## config.mk

```make
export PLATFORM = sky130hd
export DESIGN_NAME = telnet_command_parser_core_flat
export DESIGN_NICKNAME = d
export VERILOG_FILES = /design/src/rtl/core/tcp_pkg.sv /design/src/rtl/core/tcp_in_if.sv /design/src/rtl/core/tcp_out_if.sv /design/src/rtl/core/tcp_front.sv /design/src/rtl/core/tcp_fifo.sv /design/src/rtl/core/tcp_back.sv /design/src/rtl/core/telnet_command_parser_core.sv /design/src/flat_wrapper.sv
export SDC_FILE = /design/constraint.sdc
export NUM_CORES = 1
export LEC_CHECK = 0
export BUFFER_PORTS_ARGS = -buffer_cell sky130_fd_sc_hd__buf_2
export CORE_MARGIN = 3
export CORE_UTILIZATION = 45
export DETAILED_ROUTE_END_ITERATION = 16
export HOLD_SLACK_MARGIN = 0.02
export PLACE_DENSITY_LB_ADDON = 0.12
export SYNTH_ARGS = -nofsm -noshare
export SYNTH_HDL_FRONTEND = slang
export SYNTH_SLANG_ARGS = --single-unit
```

## constraint.sdc

```tcl
create_clock -name clk -period 8.6 [get_ports clk]
set_input_delay 1.72 -clock clk [delete_from_list [all_inputs] [get_ports clk]]
set_output_delay 1.72 -clock clk [all_outputs]
set_load 0.02 [all_outputs]
```

## src/rtl/core/tcp_pkg.sv

```systemverilog
`timescale 1ns / 1ps
package tcp_pkg;

	localparam int SUB_BUFFER_LEN = 256;
	localparam int CNT_W = $clog2(SUB_BUFFER_LEN);
	localparam logic [CNT_W-1:0] CLOSE_LIMIT = CNT_W'(SUB_BUFFER_LEN - 4);

	localparam logic [7:0] B_IAC = 8'd255;
	localparam logic [7:0] B_DONT = 8'd254;
	localparam logic [7:0] B_DO = 8'd253;
	localparam logic [7:0] B_WONT = 8'd252;
	localparam logic [7:0] B_WILL = 8'd251;
	localparam logic [7:0] B_SB = 8'd250;
	localparam logic [7:0] B_AYT = 8'd246;
	localparam logic [7:0] B_SE = 8'd240;
	localparam logic [7:0] CMD_FIRST = 8'd236;
	localparam logic [7:0] OPT_TM = 8'd6;
	localparam logic [7:0] OPT_TTYPE = 8'd24;
	localparam logic [7:0] OPT_NAWS = 8'd31;
	localparam logic [7:0] TTYPE_SEND = 8'd1;
	localparam logic [7:0] CH_LF = 8'h0a;
	localparam logic [7:0] CH_LBRACK = 8'h5b;
	localparam logic [7:0] CH_Y = 8'h79;
	localparam logic [7:0] CH_E = 8'h65;
	localparam logic [7:0] CH_S = 8'h73;
	localparam logic [7:0] CH_RBRACK = 8'h5d;

	localparam logic [15:0] DEF_WIDTH = 16'd80;
	localparam logic [15:0] DEF_HEIGHT = 16'd23;
	localparam logic [15:0] MIN_WIDTH = 16'd3;
	localparam logic [15:0] MIN_HEIGHT = 16'd2;

	localparam int QDEPTH = 4;
	localparam int QPTR_W = $clog2(QDEPTH);

	typedef enum logic [1:0] {
		RESP_NONE,
		RESP_AYT,
		RESP_TM,
		RESP_TTYPE
	} resp_kind_t;

	// one classified request handed from the front to the back
	typedef struct packed {
		resp_kind_t  kind;
		logic [1:0]  verb;
		logic [15:0] width;
		logic [15:0] height;
	} resp_t;

	function automatic logic [2:0] resp_len(resp_kind_t kind);
		logic [2:0] n;
		unique case (kind)
			RESP_NONE:  n = 3'd1;
			RESP_AYT:   n = 3'd7;
			RESP_TM:    n = 3'd3;
			RESP_TTYPE: n = 3'd6;
		endcase
		return n;
	endfunction

	// verb sent back for a held WILL, WONT, DO, DONT
	function automatic logic [7:0] verb_answer(logic [1:0] verb);
		logic [7:0] r;
		unique case (verb)
			2'd0: r = B_DO;
			2'd1: r = B_DONT;
			2'd2: r = B_WILL;
			2'd3: r = B_WONT;
		endcase
		return r;
	endfunction

	function automatic logic [7:0] resp_byte(resp_kind_t kind, logic [1:0] verb,
			logic [2:0] idx);
		logic [7:0] r;
		unique case (kind)
			RESP_NONE: r = 8'd0;
			RESP_AYT: begin
				unique case (idx)
					3'd1: r = CH_LBRACK;
					3'd2: r = CH_Y;
					3'd3: r = CH_E;
					3'd4: r = CH_S;
					3'd5: r = CH_RBRACK;
					default: r = CH_LF;
				endcase
			end
			RESP_TM: begin
				unique case (idx)
					3'd0: r = B_IAC;
					3'd1: r = verb_answer(verb);
					default: r = OPT_TM;
				endcase
			end
			RESP_TTYPE: begin
				unique case (idx)
					3'd0: r = B_IAC;
					3'd1: r = B_SB;
					3'd2: r = OPT_TTYPE;
					3'd3: r = TTYPE_SEND;
					3'd4: r = B_IAC;
					default: r = B_SE;
				endcase
			end
		endcase
		return r;
	endfunction

endpackage

```

## src/rtl/core/tcp_in_if.sv

```systemverilog
`timescale 1ns / 1ps
interface tcp_in_if;
	logic       valid;
	logic       ready;
	logic [7:0] rx_byte;
	logic       chunk_end;

	modport source(output valid, rx_byte, chunk_end, input ready);
	modport sink(input valid, rx_byte, chunk_end, output ready);
endinterface

```

## src/rtl/core/tcp_out_if.sv

```systemverilog
`timescale 1ns / 1ps
interface tcp_out_if;
	logic        valid;
	logic        ready;
	logic        has_byte;
	logic [7:0]  tx_byte;
	logic        last_of_run;
	logic [15:0] window_width;
	logic [15:0] window_height;

	modport source(output valid, has_byte, tx_byte, last_of_run, window_width, window_height,
		input ready);
	modport sink(input valid, has_byte, tx_byte, last_of_run, window_width, window_height,
		output ready);
endinterface

```

## src/rtl/core/tcp_front.sv

```systemverilog
`timescale 1ns / 1ps
module tcp_front (
	input  logic           clk,
	input  logic           arst_n,
	tcp_in_if.sink         rx,
	input  logic           q_full,
	output logic           push,
	output tcp_pkg::resp_t push_data
);
	import tcp_pkg::*;

	typedef enum logic [1:0] {
		MODE_DATA,
		MODE_IAC,
		MODE_VERB,
		MODE_DISCARD
	} mode_t;

	typedef logic [4:0][7:0] sb_buf_t;

	mode_t            mode_q, mode_d;
	logic [1:0]       verb_q, verb_d;
	logic             insub_q, insub_d;
	logic [CNT_W-1:0] cnt_q, cnt_d;
	sb_buf_t          sbuf_q, sbuf_d;
	logic [15:0]      width_q, width_d;
	logic [15:0]      height_q, height_d;
	resp_kind_t       kind_d;
	logic             close;
	logic [7:0]       b;

	// entry 0 is the option byte, entries 1..4 the first payload bytes
	function automatic sb_buf_t sb_put(sb_buf_t sb_in, logic [CNT_W:0] pos, logic [7:0] val);
		sb_buf_t r;
		r = sb_in;
		for (int i = 0; i < 5; i++) begin
			if (pos == (CNT_W+1)'(i))
				r[i] = val;
		end
		return r;
	endfunction

	assign b = rx.rx_byte;
	assign rx.ready = !q_full;
	assign push = rx.valid && !q_full;

	always_comb begin
		mode_d = mode_q;
		verb_d = verb_q;
		insub_d = insub_q;
		cnt_d = cnt_q;
		sbuf_d = sbuf_q;
		width_d = width_q;
		height_d = height_q;
		kind_d = RESP_NONE;
		close = 1'b0;

		unique case (mode_q)
			MODE_DATA: begin
				if (b == B_IAC) begin
					mode_d = MODE_IAC;
				end else if (insub_q) begin
					sbuf_d = sb_put(sbuf_d, {1'b0, cnt_q}, b);
					cnt_d = cnt_q + 1'b1;
					close = (cnt_d > CLOSE_LIMIT);
				end
			end
			MODE_IAC: begin
				if (b < CMD_FIRST) begin
					mode_d = rx.chunk_end ? MODE_DATA : MODE_DISCARD;
				end else if (b >= B_WILL && b <= B_DONT) begin
					verb_d = 2'(b - B_WILL);
					mode_d = MODE_VERB;
				end else begin
					mode_d = MODE_DATA;
					if (b == B_AYT) begin
						kind_d = RESP_AYT;
					end else if (b == B_SB) begin
						insub_d = 1'b1;
					end else if (b == B_SE) begin
						if (insub_q)
							close = 1'b1;
						else
							cnt_d = '0;
					end
				end
			end
			MODE_VERB: begin
				mode_d = MODE_DATA;
				if (b == OPT_TM) begin
					kind_d = RESP_TM;
				end else if (b == OPT_NAWS) begin
					if (verb_q != 2'd0) begin
						width_d = DEF_WIDTH;
						height_d = DEF_HEIGHT;
					end
				end else if (b == OPT_TTYPE) begin
					if (verb_q == 2'd0)
						kind_d = RESP_TTYPE;
				end
			end
			MODE_DISCARD: begin
				if (rx.chunk_end)
					mode_d = MODE_DATA;
			end
		endcase

		// subnegotiation close: terminator goes in, then NAWS loads the size
		if (close) begin
			sbuf_d = sb_put(sbuf_d, {1'b0, cnt_d}, B_IAC);
			sbuf_d = sb_put(sbuf_d, {1'b0, cnt_d} + 1'b1, B_SE);
			if (sbuf_d[0] == OPT_NAWS) begin
				width_d = {sbuf_d[1], sbuf_d[2]};
				height_d = {sbuf_d[3], sbuf_d[4]};
				if (width_d < MIN_WIDTH)
					width_d = DEF_WIDTH;
				if (height_d < MIN_HEIGHT)
					height_d = DEF_HEIGHT;
			end
			insub_d = 1'b0;
			cnt_d = '0;
		end
	end

	assign push_data = '{kind: kind_d, verb: verb_q, width: width_d, height: height_d};

	always_ff @(posedge clk or negedge arst_n) begin
		if (!arst_n) begin
			mode_q <= MODE_DATA;
			verb_q <= '0;
			insub_q <= 1'b0;
			cnt_q <= '0;
			sbuf_q <= '0;
			width_q <= DEF_WIDTH;
			height_q <= DEF_HEIGHT;
		end else if (push) begin
			mode_q <= mode_d;
			verb_q <= verb_d;
			insub_q <= insub_d;
			cnt_q <= cnt_d;
			sbuf_q <= sbuf_d;
			width_q <= width_d;
			height_q <= height_d;
		end
	end

endmodule

```

## src/rtl/core/tcp_fifo.sv

```systemverilog
`timescale 1ns / 1ps
module tcp_fifo (
	input  logic           clk,
	input  logic           arst_n,
	input  logic           push,
	input  tcp_pkg::resp_t push_data,
	output logic           full,
	input  logic           pop,
	output tcp_pkg::resp_t pop_data,
	output logic           empty
);
	import tcp_pkg::*;

	resp_t             mem_q [QDEPTH];
	logic [QPTR_W-1:0] wr_ptr_q;
	logic [QPTR_W-1:0] rd_ptr_q;
	logic [QPTR_W:0]   cnt_q;
	logic              do_push;
	logic              do_pop;

	assign full = (cnt_q == (QPTR_W+1)'(QDEPTH));
	assign empty = (cnt_q == '0);
	assign do_push = push && !full;
	assign do_pop = pop && !empty;
	assign pop_data = mem_q[rd_ptr_q];

	always_ff @(posedge clk) begin
		if (do_push)
			mem_q[wr_ptr_q] <= push_data;
	end

	always_ff @(posedge clk or negedge arst_n) begin
		if (!arst_n) begin
			wr_ptr_q <= '0;
			rd_ptr_q <= '0;
			cnt_q <= '0;
		end else begin
			if (do_push)
				wr_ptr_q <= wr_ptr_q + 1'b1;
			if (do_pop)
				rd_ptr_q <= rd_ptr_q + 1'b1;
			if (do_push && !do_pop)
				cnt_q <= cnt_q + 1'b1;
			else if (do_pop && !do_push)
				cnt_q <= cnt_q - 1'b1;
		end
	end

endmodule

```

## src/rtl/core/tcp_back.sv

```systemverilog
`timescale 1ns / 1ps
module tcp_back (
	input  logic           clk,
	input  logic           arst_n,
	input  logic           empty,
	input  tcp_pkg::resp_t head,
	output logic           pop,
	tcp_out_if.source      tx
);
	import tcp_pkg::*;

	logic [2:0]  idx_q;
	logic        valid_q;
	logic        has_q;
	logic [7:0]  byte_q;
	logic        last_q;
	logic [15:0] width_q;
	logic [15:0] height_q;
	logic        load;
	logic        take;
	logic        is_last;

	// the output register frees whenever the sink takes the current result
	assign load = !valid_q || tx.ready;
	assign take = load && !empty;
	assign is_last = (idx_q == resp_len(head.kind) - 3'd1);
	assign pop = take && is_last;

	always_ff @(posedge clk or negedge arst_n) begin
		if (!arst_n) begin
			idx_q <= '0;
			valid_q <= 1'b0;
		end else if (take) begin
			idx_q <= is_last ? 3'd0 : idx_q + 3'd1;
			valid_q <= 1'b1;
		end else if (load) begin
			valid_q <= 1'b0;
		end
	end

	always_ff @(posedge clk) begin
		if (take) begin
			has_q <= (head.kind != RESP_NONE);
			byte_q <= resp_byte(head.kind, head.verb, idx_q);
			last_q <= is_last;
			width_q <= head.width;
			height_q <= head.height;
		end
	end

	assign tx.valid = valid_q;
	assign tx.has_byte = has_q;
	assign tx.tx_byte = byte_q;
	assign tx.last_of_run = last_q;
	assign tx.window_width = width_q;
	assign tx.window_height = height_q;

endmodule

```

## src/rtl/core/telnet_command_parser_core.sv

```systemverilog
`timescale 1ns / 1ps
// a byte accepted by the parser is written into the queue, and the emitter registers its result from there
// throughput: one byte per cycle while the queue is not full; a response of n bytes holds the result port for n results
// and the four-entry queue between parser and emitter fills while a response drains
// reset: arst_n clears parse state, queue and output valid; window size returns to 80 x 23
module telnet_command_parser_core (
	input  logic      clk,
	input  logic      arst_n,
	tcp_in_if.sink    rx,
	tcp_out_if.source tx
);
	import tcp_pkg::*;

	logic  q_full;
	logic  q_empty;
	logic  push;
	logic  pop;
	resp_t push_data;
	resp_t head;

	tcp_front u_front (
		.clk       (clk),
		.arst_n    (arst_n),
		.rx        (rx),
		.q_full    (q_full),
		.push      (push),
		.push_data (push_data)
	);

	tcp_fifo u_fifo (
		.clk       (clk),
		.arst_n    (arst_n),
		.push      (push),
		.push_data (push_data),
		.full      (q_full),
		.pop       (pop),
		.pop_data  (head),
		.empty     (q_empty)
	);

	tcp_back u_back (
		.clk    (clk),
		.arst_n (arst_n),
		.empty  (q_empty),
		.head   (head),
		.pop    (pop),
		.tx     (tx)
	);

endmodule

```

## src/flat_wrapper.sv

```systemverilog
// flat-port wrapper written by rule: the top's interface ports become plain ports
module telnet_command_parser_core_flat import tcp_pkg::*;
  (clk, arst_n, rx_valid, rx_rx_byte, rx_chunk_end, rx_ready, tx_valid, tx_has_byte, tx_tx_byte, tx_last_of_run, tx_window_width, tx_window_height, tx_ready);
  tcp_in_if rx_i ();
  tcp_out_if tx_i ();
  input  logic clk;
  input  logic arst_n;
  input wire logic [$bits(rx_i.valid)-1:0] rx_valid;
  input wire logic [$bits(rx_i.rx_byte)-1:0] rx_rx_byte;
  input wire logic [$bits(rx_i.chunk_end)-1:0] rx_chunk_end;
  output wire logic [$bits(rx_i.ready)-1:0] rx_ready;
  output wire logic [$bits(tx_i.valid)-1:0] tx_valid;
  output wire logic [$bits(tx_i.has_byte)-1:0] tx_has_byte;
  output wire logic [$bits(tx_i.tx_byte)-1:0] tx_tx_byte;
  output wire logic [$bits(tx_i.last_of_run)-1:0] tx_last_of_run;
  output wire logic [$bits(tx_i.window_width)-1:0] tx_window_width;
  output wire logic [$bits(tx_i.window_height)-1:0] tx_window_height;
  input wire logic [$bits(tx_i.ready)-1:0] tx_ready;
  assign rx_i.valid = rx_valid;
  assign rx_i.rx_byte = rx_rx_byte;
  assign rx_i.chunk_end = rx_chunk_end;
  assign rx_ready = rx_i.ready;
  assign tx_valid = tx_i.valid;
  assign tx_has_byte = tx_i.has_byte;
  assign tx_tx_byte = tx_i.tx_byte;
  assign tx_last_of_run = tx_i.last_of_run;
  assign tx_window_width = tx_i.window_width;
  assign tx_window_height = tx_i.window_height;
  assign tx_i.ready = tx_ready;
  telnet_command_parser_core u_core (.clk(clk), .arst_n(arst_n), .rx(rx_i), .tx(tx_i));
endmodule
```

==> out/qor.txt, run 1 <==
status: completed
Final Hold Viols: 0
RSZ-0062 raised after global routing: false
CTS Root Cell: clkbuf_16
Skew-Pair Late Insertion Delay: 0.55 ns
switching pwr: 1.319 mW
layout cell share with drive strength beyond 1: 17.46%
Mean Syn Cell Area: 12.88 um2
Final Critical Period: 5.286 ns
Seq/Total Area, Yosys: 59.87%
top cells by area, synth: edfxtp_1 (42%), dfrtp_1 (17%), mux4_2 (6.1%)
Internal: 2.874 mW
clock power share: 29.2%
crit-path max FO: 24
TritonCTS clock tree: built
max-cap viol count: 0
Initial Util: 46.03%
post-route ant nets: 0
grt total ovfl: 0
final hold slack: 0.4729 ns
via count: 8,889
First DRT Iteration DRCs: 901
R2R depth: 8
crit-path max cell delay: 0.82 ns
Async SR Flop Fraction: 34.04%
Leak: 5.656 nW
Startpoint Class: primary input
# IOs: 57
die width: 178.3 um
maximum vdd drop: 151.9 uV
Setup TNS: 0 ns
pwr dens: 283.1 mW/mm2
Slew @ Worst Pin: 1.105 ns
ANT cells: 0
CTS Sinks: 282
Core Area: 0.02901 mm2
final worst-path cycle share: 61.47%
Max H-tree Level: 1
top cells by count, synth: edfxtp_1 (186), nand2_1 (92), dfrtp_1 (90)
crit path capture type: flip-flop
Yosys cell types: 83
Nets: 1,105
combinational power share: 26.1%
Crit Path Class: primary input to flip-flop
Seq pwr share: 44.6%
DR DRC count: 0
crit-path leading delay family: compound AO/OA/AOI/OAI gates
top cell type's share of synthesized area: 41.83%
Port Buffers: 56
crit-path cells: buf_2 -> nand4_1 -> o21ai_2 -> o21ai_1 -> o221ai_2 -> o311ai_4 -> buf_4 -> nor2_1 -> a32oi_1
Fillers: 2,548
hold worst-path end: u_core.u_front.width_q[6]
final slew viol count: 0
Post-synth top flop: edfxtp_1
Hold Path Depth: 2
DRT Pass-1 Iters: 7
dominant cell type by area after synthesis: edfxtp_1
register-to-register setup slack: 3.96 ns
worst rel slew slack: 25.79%
die height: 178.3 um
Post-CTS Hold Buffers: 0
clock skew: 0.01301 ns
Reg-to-Reg End: u_core.u_front.height_q[6]
clk buf depth: 3
FF+latch count, synth: 282
switching part of the total: 31.45%
first-pass GRT wire length: 50,880 um
post-detail-place hpwl: 21,160 um
Data required, critical path: 9.02 ns
Mapped Area: 0.01335 mm2
FP Rows: 62
Post-Syn Instances: 1,037
Final Setup Violations: 0
clock slew at reported path FFs: 0.06 ns
Total GRT Usage: 20.47%
fmax: 0.1892 GHz
EDFF count, synth: 186
Area Growth Syn to Fin: 10.91%
Worst EP arrival: 5.71 ns
buffer and inverter count on the worst path: 2
Non-Filler Instances: 1,472
Stages on worst setup path: 9
area of the die: 0.03178 mm2
most common cell in the synthesized netlist: edfxtp_1
routed wire length: 32,300 um
Num CTS Buffers: 30
Routability Congestion: 0.9513
post-cts resize count: 0
post-CTS setup buffers: 0
Synth Warn #: 0
RR Startpoint: u_core.u_front.cnt_q[0]
Hold Crit Start: u_core.u_front.width_q[6]
initial antenna violation count: 0
pin count of the biggest net entering global routing: 62
Slowest-stage cell, CP: nor2_1
Placed Instances: 1,416
number of global-route vias before repair: 8,615
wire per inst: 21.94 um
Hold Crit Class: flip-flop to flip-flop
routed vias/inst: 6.039
Tot Pwr: 4.193 mW
syn_nets: 1,078
cells in the final DEF (no fill, tap or decap), drive strengths merged, types with 9 or more instances in the layout:
master / count
nor4: 11
a21o: 18
nand2: 92
mux4: 36
o21ai: 40
edfxtp: 186
inv: 28
a22o: 19
a31oi: 16
o31ai: 11
dfrtp: 90
nor2: 66
buf: 67
a32o: 9
o211ai: 18
clkinv: 13
ha: 27
or3: 10
and3: 17
o22a: 26
nand3: 27
a21oi: 42
clkbuf: 40
nor3: 18
nand4: 18
final cells by class:
cell class                 count  area [um2]  share of cell area (%)
multi-input combinational    655        4932                   33.30
tap                          384       480.5                   3.244
timing repair buffer          67       365.4                   2.467
clock inverter                16       142.6                  0.9631
sequential                   282        7996                   53.99
inverter                      28       105.1                  0.7096
clock buffer                  40       788.3                   5.322
kinds of logic (layout without fill, tap and decap cells):
group	after synthesis	in the layout	synth area share, %
compound gates	275	275	15.58
xor+xnor	10	10	0.6558
fa+ha+maj	28	28	2.680
buf+inv	100	151	3.233
flops	282	282	59.87
mux	46	46	6.840
simple gates	296	296	11.14
worst max path at each step:
stage,from,end,slack (ns)
6_report,rx_rx_byte[4],u_core.u_front.width_q[4],3.31
5_1_grt,rx_rx_byte[4],u_core.u_front.width_q[6],3.11
3_3_place_gp,rx_rx_byte[4],u_core.u_front.height_q[9],3.00
2_1_floorplan,rx_rx_byte[0],u_core.u_fifo.mem_q[0][0],3.99
4_1_cts,rx_rx_byte[4],u_core.u_front.width_q[4],3.42
3_5_place_dp,rx_rx_byte[4],u_core.u_front.width_q[4],2.85
stage by stage:
step | util [%] | setup slack [ns] | instance area, um2
after detailed placement | 47.84 | 2.855 | 13880
after global routing | 51.05 | 3.107 | 14810
after global placement | 47.84 | 2.997 | 13880
after CTS | 51.05 | 3.418 | 14810
after floorplan | - | 3.987 | 13350
final | 51.05 | 3.314 | 14810
tightest hold or removal path: stages (launching register included):
cell and delay (ns):
dfstp_2 0.36, inv_1 0.06, a32oi_1 0.06
state kept, by name, indices dropped and copies added, names as in the netlist:
| register | flops |
|---|---|
| u_core.u_fifo.mem_q | 144 |
| u_core.u_front.sbuf_q | 40 |
| u_core.u_back.tx.window_height | 16 |
| u_core.u_back.tx.window_width | 16 |
| u_core.u_front.height_q | 16 |
| u_core.u_front.width_q | 16 |
| u_core.u_back.tx.tx_byte | 8 |
| u_core.u_front.cnt_q | 8 |
| u_core.u_back.idx_q | 3 |
| u_core.u_fifo.cnt_q | 3 |
| u_core.u_fifo.rd_ptr_q | 2 |
| u_core.u_fifo.wr_ptr_q | 2 |
| u_core.u_front.mode_q | 2 |
| u_core.u_front.verb_q | 2 |
| u_core.u_back.tx.has_byte | 1 |
| u_core.u_back.tx.last_of_run | 1 |
| u_core.u_back.tx.valid | 1 |
| u_core.u_front.insub_q | 1 |
per-layer routing:
layer | wire length, um | up-vias | global-route usage, % | share of wire, %
li1 | - | 4099 | - | -
met1 | 14600 | 4420 | 30.73 | 45
met2 | 14900 | 318 | 31.91 | 46
met3 | 2054 | 52 | 2.512 | 6.4
met4 | 741 | 0 | 5.097 | 2.3
met5 | 0 | - | 0 | 0
power groups by stage:
| stage | Sequential (mW) | Combinational, mW | Clock [mW] |
|---|---|---|---|
| after CTS | 1.88 | 1.12 | 1.25 |
| after global placement | 1.90 | 1.11 | 0 |
| after global routing | 1.90 | 1.21 | 1.31 |
| final | 1.87 | 1.10 | 1.23 |
| after detailed placement | 1.90 | 1.11 | 0 |
| after floorplan | 1.97 | 0.719 | 0 |
(Power assumes the default switching activity.)
==> inputs of run 2 (changes only) <==
==> constraint.sdc (replaced) <==
create_clock -name clk -period 5.45 [get_ports clk]
set_input_delay 1.09 -clock clk [delete_from_list [all_inputs] [get_ports clk]]
set_output_delay 1.09 -clock clk [all_outputs]
set_load 0.02 [all_outputs]
==> run 2 against run 1 <==
First-iteration DRC count rose by 6.1%. Hold slack gained 0.0045 ns. Cell area is 1.4% higher. Power grew 63%. Sequential cell count unchanged. Setup slack lost 2.3 ns. Combinational power is 63% higher. Sequential power increased by 57%. Core utilization rose by 0.73 points. Global-route usage is 0.26 points lower. Register-to-register slack got worse by 2.9 ns. Largest power group unchanged.
==> out/qor.txt, run 2 (same netlist as run 1, synthesis figures left out) <==
status: completed
combinational power share: 26.3% (+0.2 points)
switching part of the total: 31.38% (-0.071 points)
grt total ovfl: 0 (unchanged)
Worst Setup EP: u_core.u_fifo.mem_q[1][26]
routed wire length: 31,650 um (-2.0%)
Crit Path Class: flip-flop to flip-flop
Reg-to-Reg End: u_core.u_fifo.mem_q[1][26]
crit path launch: u_core.u_front.cnt_q[1]
Final Setup Violations: 0 (unchanged)
maximum vdd drop: 228.1 uV (+50%)
Port Buffers: 56 (unchanged)
Data required, critical path: 5.73 ns (-3.29 ns)
Post-CTS Hold Buffers: 0 (unchanged)
ANT cells: 0 (unchanged)
number of global-route vias before repair: 8,722 (+1.2%)
post-detail-place hpwl: 20,950 um (-1.0%)
DR DRC count: 0 (unchanged)
Final Critical Period: 4.414 ns
max reg flops: 144 (unchanged)
FP Rows: 62 (unchanged)
layout cell share with drive strength beyond 1: 19.07% (+1.6 points)
CTS Root Cell: clkbuf_16
RR Startpoint: u_core.u_front.cnt_q[1]
Slew @ Worst Pin: 1.024 ns (-0.08073 ns)
clk buf depth: 3 (unchanged)
# IOs: 57 (unchanged)
Num CTS Buffers: 30 (unchanged)
routed vias/inst: 5.989 (-0.82%)
Initial Util: 46.03% (unchanged)
Total GRT Usage: 20.21% (-0.26 points)
most common cell after layout, fill and taps aside: edfxtp_1
register-to-register setup slack: 1.04 ns (-2.92 ns)
dpl ws: 0.7387 ns (-2.116 ns)
crit-path max cell delay: 0.63 ns (-0.19 ns)
Final Hold Viols: 0 (unchanged)
Worst EP arrival: 4.69 ns (-1.02 ns)
CP most frequent cell: nand2_1
pin count of the biggest net entering global routing: 53 (-15%)
post-cts resize count: 0 (unchanged)
post-route ant nets: 0 (unchanged)
crit-path max FO: 13 (-46%)
Seq pwr share: 43.0% (-1.6 points)
CTS Sinks: 282 (unchanged)
RSZ-0062 raised after global routing: false
largest registers: u_core.u_fifo.mem_q (144), u_core.u_front.sbuf_q (40)
DRT Pass-1 Iters: 5 (-2)
fmax: 0.2266 GHz
clock slew at reported path FFs: 0.06 ns (about the same)
final worst-path cycle share: 80.99%
initial antenna violation count: 0 (unchanged)
Hold Crit Class: flip-flop to flip-flop
post-CTS setup buffers: 0 (unchanged)
Area Growth Syn to Fin: 12.49%
area of the die: 0.03178 mm2 (unchanged)
clock skew: 0.007312 ns (-0.005702 ns)
Skew-Pair Late Insertion Delay: 0.56 ns (about the same)
Nets: 1,118 (+1.2%)
Slowest-stage cell, CP: or4_1
max-cap viol count: 0 (unchanged)
final slew viol count: 0 (unchanged)
Fillers: 2,459 (-3.5%)
worst rel slew slack: 31.74% (+5.9 points)
Area after DPL: 0.01400 mm2 (+0.88%)
Setup TNS: 0 ns (unchanged)
Core Area: 0.02901 mm2 (unchanged)
Routability Congestion: 0.9511 (about the same)
commonest non-fill, non-tap cells in the layout: edfxtp_1 (186), nand2_1 (92), dfrtp_1 (89)
Final WS setup: 1.036 ns (-2.277 ns)
wire per inst: 21.32 um (-2.8%)
Core Util, Final: 51.78% (+0.73 points)
Leak: 5.747 nW (+1.6%)
clock power share: 30.7% (+1.5 points)
via count: 8,894 (+0.056%)
Internal: 4.678 mW (+63%)
crit path capture type: flip-flop
switching pwr: 2.140 mW (+62%)
Design Area, Final: 0.01502 mm2 (+1.4%)
die width: 178.3 um (unchanged)
First DRT Iteration DRCs: 956 (+6.1%)
crit-path cells: ha_1 -> nand3_2 -> or4_1 -> o211ai_1 -> nand2_1 -> o311ai_4 -> nand2_1 -> o21ai_0
Biggest register: u_core.u_fifo.mem_q
die height: 178.3 um (unchanged)
TritonCTS clock tree: built
Max H-tree Level: 1 (unchanged)
R2R depth: 8 (unchanged)
first-pass GRT wire length: 50,660 um (-0.43%)
pwr dens: 453.8 mW/mm2 (+60%)
Startpoint Class: flip-flop
==> run 2: changes by cell type in the layout (fill, tap and decap cells not counted) <==
cell,change
buf_12,+2
inv_6,+3
bufinv_16,+2
clkbuf_1,-8
clkinv_1,+1
clkinv_4,+1
buf_4,+11
clkbuf_8,+1
clkinvlp_4,+2
clkinv_2,-3
inv_4,+1
==> run 2: layout make-up <==
type | count | area, um2 | area share (%)
inverter | 28 | 105.1 | 0.6997
timing repair buffer | 80 | 488.0 | 3.248
clock buffer | 33 | 772.0 | 5.139
sequential | 282 | 7996 | 53.23
tap | 384 | 480.5 | 3.198
multi-input combinational | 655 | 4932 | 32.83
clock inverter | 23 | 247.7 | 1.649
==> run 2: per-stage QoR <==
step / hold slack, ns / total power [mW] / instances
2_1_floorplan: 0.4424 / 4.278 / 1037
3_3_place_gp: 0.4539 / 4.782 / 1429
3_5_place_dp: 0.4604 / 4.806 / 1429
4_1_cts: 0.4754 / 6.905 / 1485
5_1_grt: 0.5009 / 7.203 / 1485
6_report: 0.4773 / 6.817 / 1485
==> run 2: power groups by stage <==
stage	Combinational (mW)	Clock, mW	Sequential (mW)
floorplan	1.14	0	3.14
global placement	1.81	0	2.97
detailed placement	1.83	0	2.98
CTS	1.83	2.14	2.94
global route	1.99	2.23	2.98
finish	1.79	2.09	2.93
==> run 2: layer usage <==
metal / up-vias / routed length (um) / track usage, % / part of all wire (%)
li1: 4137 / - / - / -
met1: 4419 / 14800 / 30.37 / 47
met2: 279 / 14490 / 31.30 / 46
met3: 59 / 1657 / 2.533 / 5.2
met4: 0 / 707 / 5.292 / 2.2
met5: - / 0 / 0 / 0
==> run 2: worst min-delay path by stage <==
stage | slack, ns | cells past startpoint | endpoint | startpoint
global placement | 0.45 | 2 | u_core.u_front.width_q[4] | u_core.u_front.width_q[4]
finish | 0.48 | 2 | u_core.u_front.width_q[4] | u_core.u_front.width_q[4]
CTS | 0.48 | 2 | u_core.u_front.width_q[4] | u_core.u_front.width_q[4]
floorplan | 0.44 | 2 | u_core.u_front.width_q[4] | u_core.u_front.width_q[4]
global route | 0.50 | 1 | u_core.u_front.height_q[11] | u_core.u_front.height_q[11]
detailed placement | 0.46 | 2 | u_core.u_front.width_q[4] | u_core.u_front.width_q[4]
==> run 2: worst max-delay path, delay by kind of cell (launching register included) <==
family	cells	cell delay (ns)
flops	1	0.62
compound gates	3	1.58
fa+ha+maj	1	0.60
simple gates	4	1.34
==> inputs of run 3 (changes only) <==
==> constraint.sdc (replaced) <==
create_clock -name clk -period 3.9 [get_ports clk]
set_input_delay 0.78 -clock clk [delete_from_list [all_inputs] [get_ports clk]]
set_output_delay 0.78 -clock clk [all_outputs]
set_load 0.02 [all_outputs]
==> run 3 against run 2 <==
Setup slack got worse by 0.71 ns. Via count increased by 2.7%. Sequential power up 39%. Global-route usage is 0.84 points higher. Critical path depth increased by 2. Clock skew is 0.0027 ns higher. Cell area rose by 2.0%. Final cell count grew 2.9%. Power grew 40%. Clock-buffer cell count is 2 lower. Wire length grew 4.0%. Maximum frequency is 24% higher.
==> out/qor.txt, run 3 (same netlist as run 1, synthesis figures left out) <==
status: completed
First DRT Iteration DRCs: 891 (-6.8%)
register-to-register setup slack: 0.33 ns (-0.71 ns)
most common cell after layout, fill and taps aside: edfxtp_1
crit path capture type: flip-flop
Biggest register: u_core.u_fifo.mem_q
Routability Congestion: 0.9475 (-0.38%)
layout cell share with drive strength beyond 1: 21.94% (+2.9 points)
FF+latch area: 0.007996 mm2 (unchanged)
Port Buffers: 56 (unchanged)
Area Growth Syn to Fin: 14.69%
Crit Path Class: flip-flop to flip-flop
crit-path cells: nand4_1 -> or4b_1 -> o211ai_1 -> a32o_1 -> buf_4 -> o311a_1 -> buf_4 -> nand2_1 -> o31ai_1 -> buf_4
Core Area: 0.02901 mm2 (unchanged)
Reg-to-Reg End: u_core.u_fifo.mem_q[3][17]
RSZ-0062 raised after global routing: false
Slowest-stage cell, CP: dfrtp_1
via count: 9,133 (+2.7%)
Num CTS Buffers: 29 (-3.3%)
CTS Root Cell: clkbuf_16
Skew-Pair Late Insertion Delay: 0.55 ns (about the same)
Leak: 5.939 nW (+3.4%)
crit-path max cell delay: 0.57 ns (-0.06 ns)
FP Rows: 62 (unchanged)
post-detail-place hpwl: 22,130 um (+5.6%)
DR DRC count: 0 (unchanged)
Slew @ Worst Pin: 1.143 ns (+0.1188 ns)
buffer and inverter count on the worst path: 3 (+3)
largest registers: u_core.u_fifo.mem_q (144), u_core.u_front.sbuf_q (40)
Nets: 1,162 (+3.9%)
Max H-tree Level: 1 (unchanged)
Setup TNS: 0 ns (unchanged)
max-cap viol count: 0 (unchanged)
clock skew: 0.01001 ns (+0.002702 ns)
Final Hold Viols: 0 (unchanged)
routed vias/inst: 5.977 (-0.20%)
Stages on worst setup path: 10 (+2)
maximum vdd drop: 305.9 uV (+34%)
worst rel slew slack: 23.54% (-8.2 points)
CP most frequent cell: buf_4
crit path launch: u_core.u_front.cnt_q[5]
final worst-path cycle share: 91.53% (+11 points)
clock slew at reported path FFs: 0.06 ns (about the same)
initial antenna violation count: 0 (unchanged)
pwr dens: 621.5 mW/mm2 (+37%)
first-pass GRT wire length: 52,380 um (+3.4%)
Total GRT Usage: 21.05% (+0.84 points)
number of global-route vias before repair: 8,957 (+2.7%)
area of the multi-input gates: 0.004932 mm2 (unchanged)
Hold Crit Class: primary input to async pin
Worst EP arrival: 3.99 ns (-0.70 ns)
R2R depth: 10 (+2)
routed wire length: 32,930 um (+4.0%)
die height: 178.3 um (unchanged)
Initial Util: 46.03% (unchanged)
Final Setup Violations: 0 (unchanged)
Data required, critical path: 4.32 ns (-1.41 ns)
post-cts resize count: 0 (unchanged)
TritonCTS clock tree: built
die width: 178.3 um (unchanged)
commonest non-fill, non-tap cells in the layout: edfxtp_1 (186), nand2_1 (92), dfrtp_1 (89)
CTS Sinks: 282 (unchanged)
# IOs: 57 (unchanged)
post-route ant nets: 0 (unchanged)
final hold slack: 0.3184 ns (-0.1589 ns)
Fillers: 2,470 (+0.45%)
grt total ovfl: 0 (unchanged)
pin count of the biggest net entering global routing: 58 (+9.4%)
DRT Pass-1 Iters: 5 (unchanged)
Post-CTS Hold Buffers: 0 (unchanged)
final slew viol count: 0 (unchanged)
crit-path leading delay family: compound AO/OA/AOI/OAI gates
fmax: 0.2801 GHz (+24%)
clk buf depth: 3 (unchanged)
ANT cells: 0 (unchanged)
wire per inst: 21.55 um (+1.1%)
max reg flops: 144 (unchanged)
crit-path max FO: 13 (unchanged)
Startpoint Class: flip-flop
post-CTS setup buffers: 0 (unchanged)
area of the die: 0.03178 mm2 (unchanged)
RR Startpoint: u_core.u_front.cnt_q[5]
Final Critical Period: 3.570 ns (-0.8440 ns)
Worst Setup EP: u_core.u_fifo.mem_q[3][17]
[run 3: cell count changes in the layout (fill, tap and decap cells not counted), sizes merged]
| cell | previous run | this run |
|---|---|---|
| buf | 80 | 125 |
| clkbuf | 33 | 31 |
| clkinv | 12 | 16 |
| clkinvlp | 3 | 2 |
| inv | 32 | 29 |
[run 3: layer usage]
layer,wire length (um),global-route usage (%),vias up
met2,15340,33.74,293
met4,779,5.227,0
met3,1987,3.321,63
met5,0,0,-
met1,14810,30.31,4570
li1,-,-,4207
[run 3: worst min-delay path by stage]
stage                         startpoint                        end  slack, ns  cells past startpoint
3_3_place_gp   u_core.u_front.width_q[6]  u_core.u_front.width_q[6]       0.45                      2
5_1_grt                           arst_n    u_core.u_front.cnt_q[0]       0.38                      1
3_5_place_dp   u_core.u_front.width_q[6]  u_core.u_front.width_q[6]       0.46                      2
2_1_floorplan  u_core.u_front.width_q[4]  u_core.u_front.width_q[4]       0.44                      2
4_1_cts                           arst_n    u_core.u_front.cnt_q[0]       0.34                      1
6_report                          arst_n    u_core.u_front.cnt_q[6]       0.32                      1
[run 3: power by group]
| group | internal, mW | switching [mW] |
|---|---|---|
| clock | 1.64 | 1.15 |
| sequential | 3.90 | 0.180 |
| combinational | 1.00 | 1.65 |
| total | 6.54 | 2.98 |
[run 3: area by class of cell]
class,instances,share of cell area (%)
sequential,282,52.21
tap,384,3.137
clock inverter,23,1.585
clock buffer,31,4.787
multi-input combinational,655,32.20
timing repair buffer,125,5.392
inverter,28,0.6862
[run 3: worst reg2reg max path: stages (launching register included)]
cell,delay [ns]
dfrtp_1,0.57
nand4_1,0.23
or4b_1,0.51
o211ai_1,0.26
a32o_1,0.37
buf_4,0.23
o311a_1,0.30
buf_4,0.24
nand2_1,0.10
o31ai_1,0.43
buf_4,0.20
[run 3: stage by stage]
| step | utilization (%) | power [mW] | instances | instance area (um2) | setup WS, ns |
|---|---|---|---|---|---|
| 5_1_grt | 52.79 | 10.06 | 1528 | 15320 | 0.1626 |
| 6_report | 52.79 | 9.519 | 1528 | 15320 | 0.3302 |
| 3_3_place_gp | 49.43 | 6.815 | 1474 | 14340 | -0.03513 |
| 3_5_place_dp | 49.43 | 6.852 | 1474 | 14340 | 0.004207 |
| 2_1_floorplan | - | 5.990 | 1037 | 13350 | 0.2274 |
| 4_1_cts | 52.79 | 9.650 | 1528 | 15320 | 0.4206 |
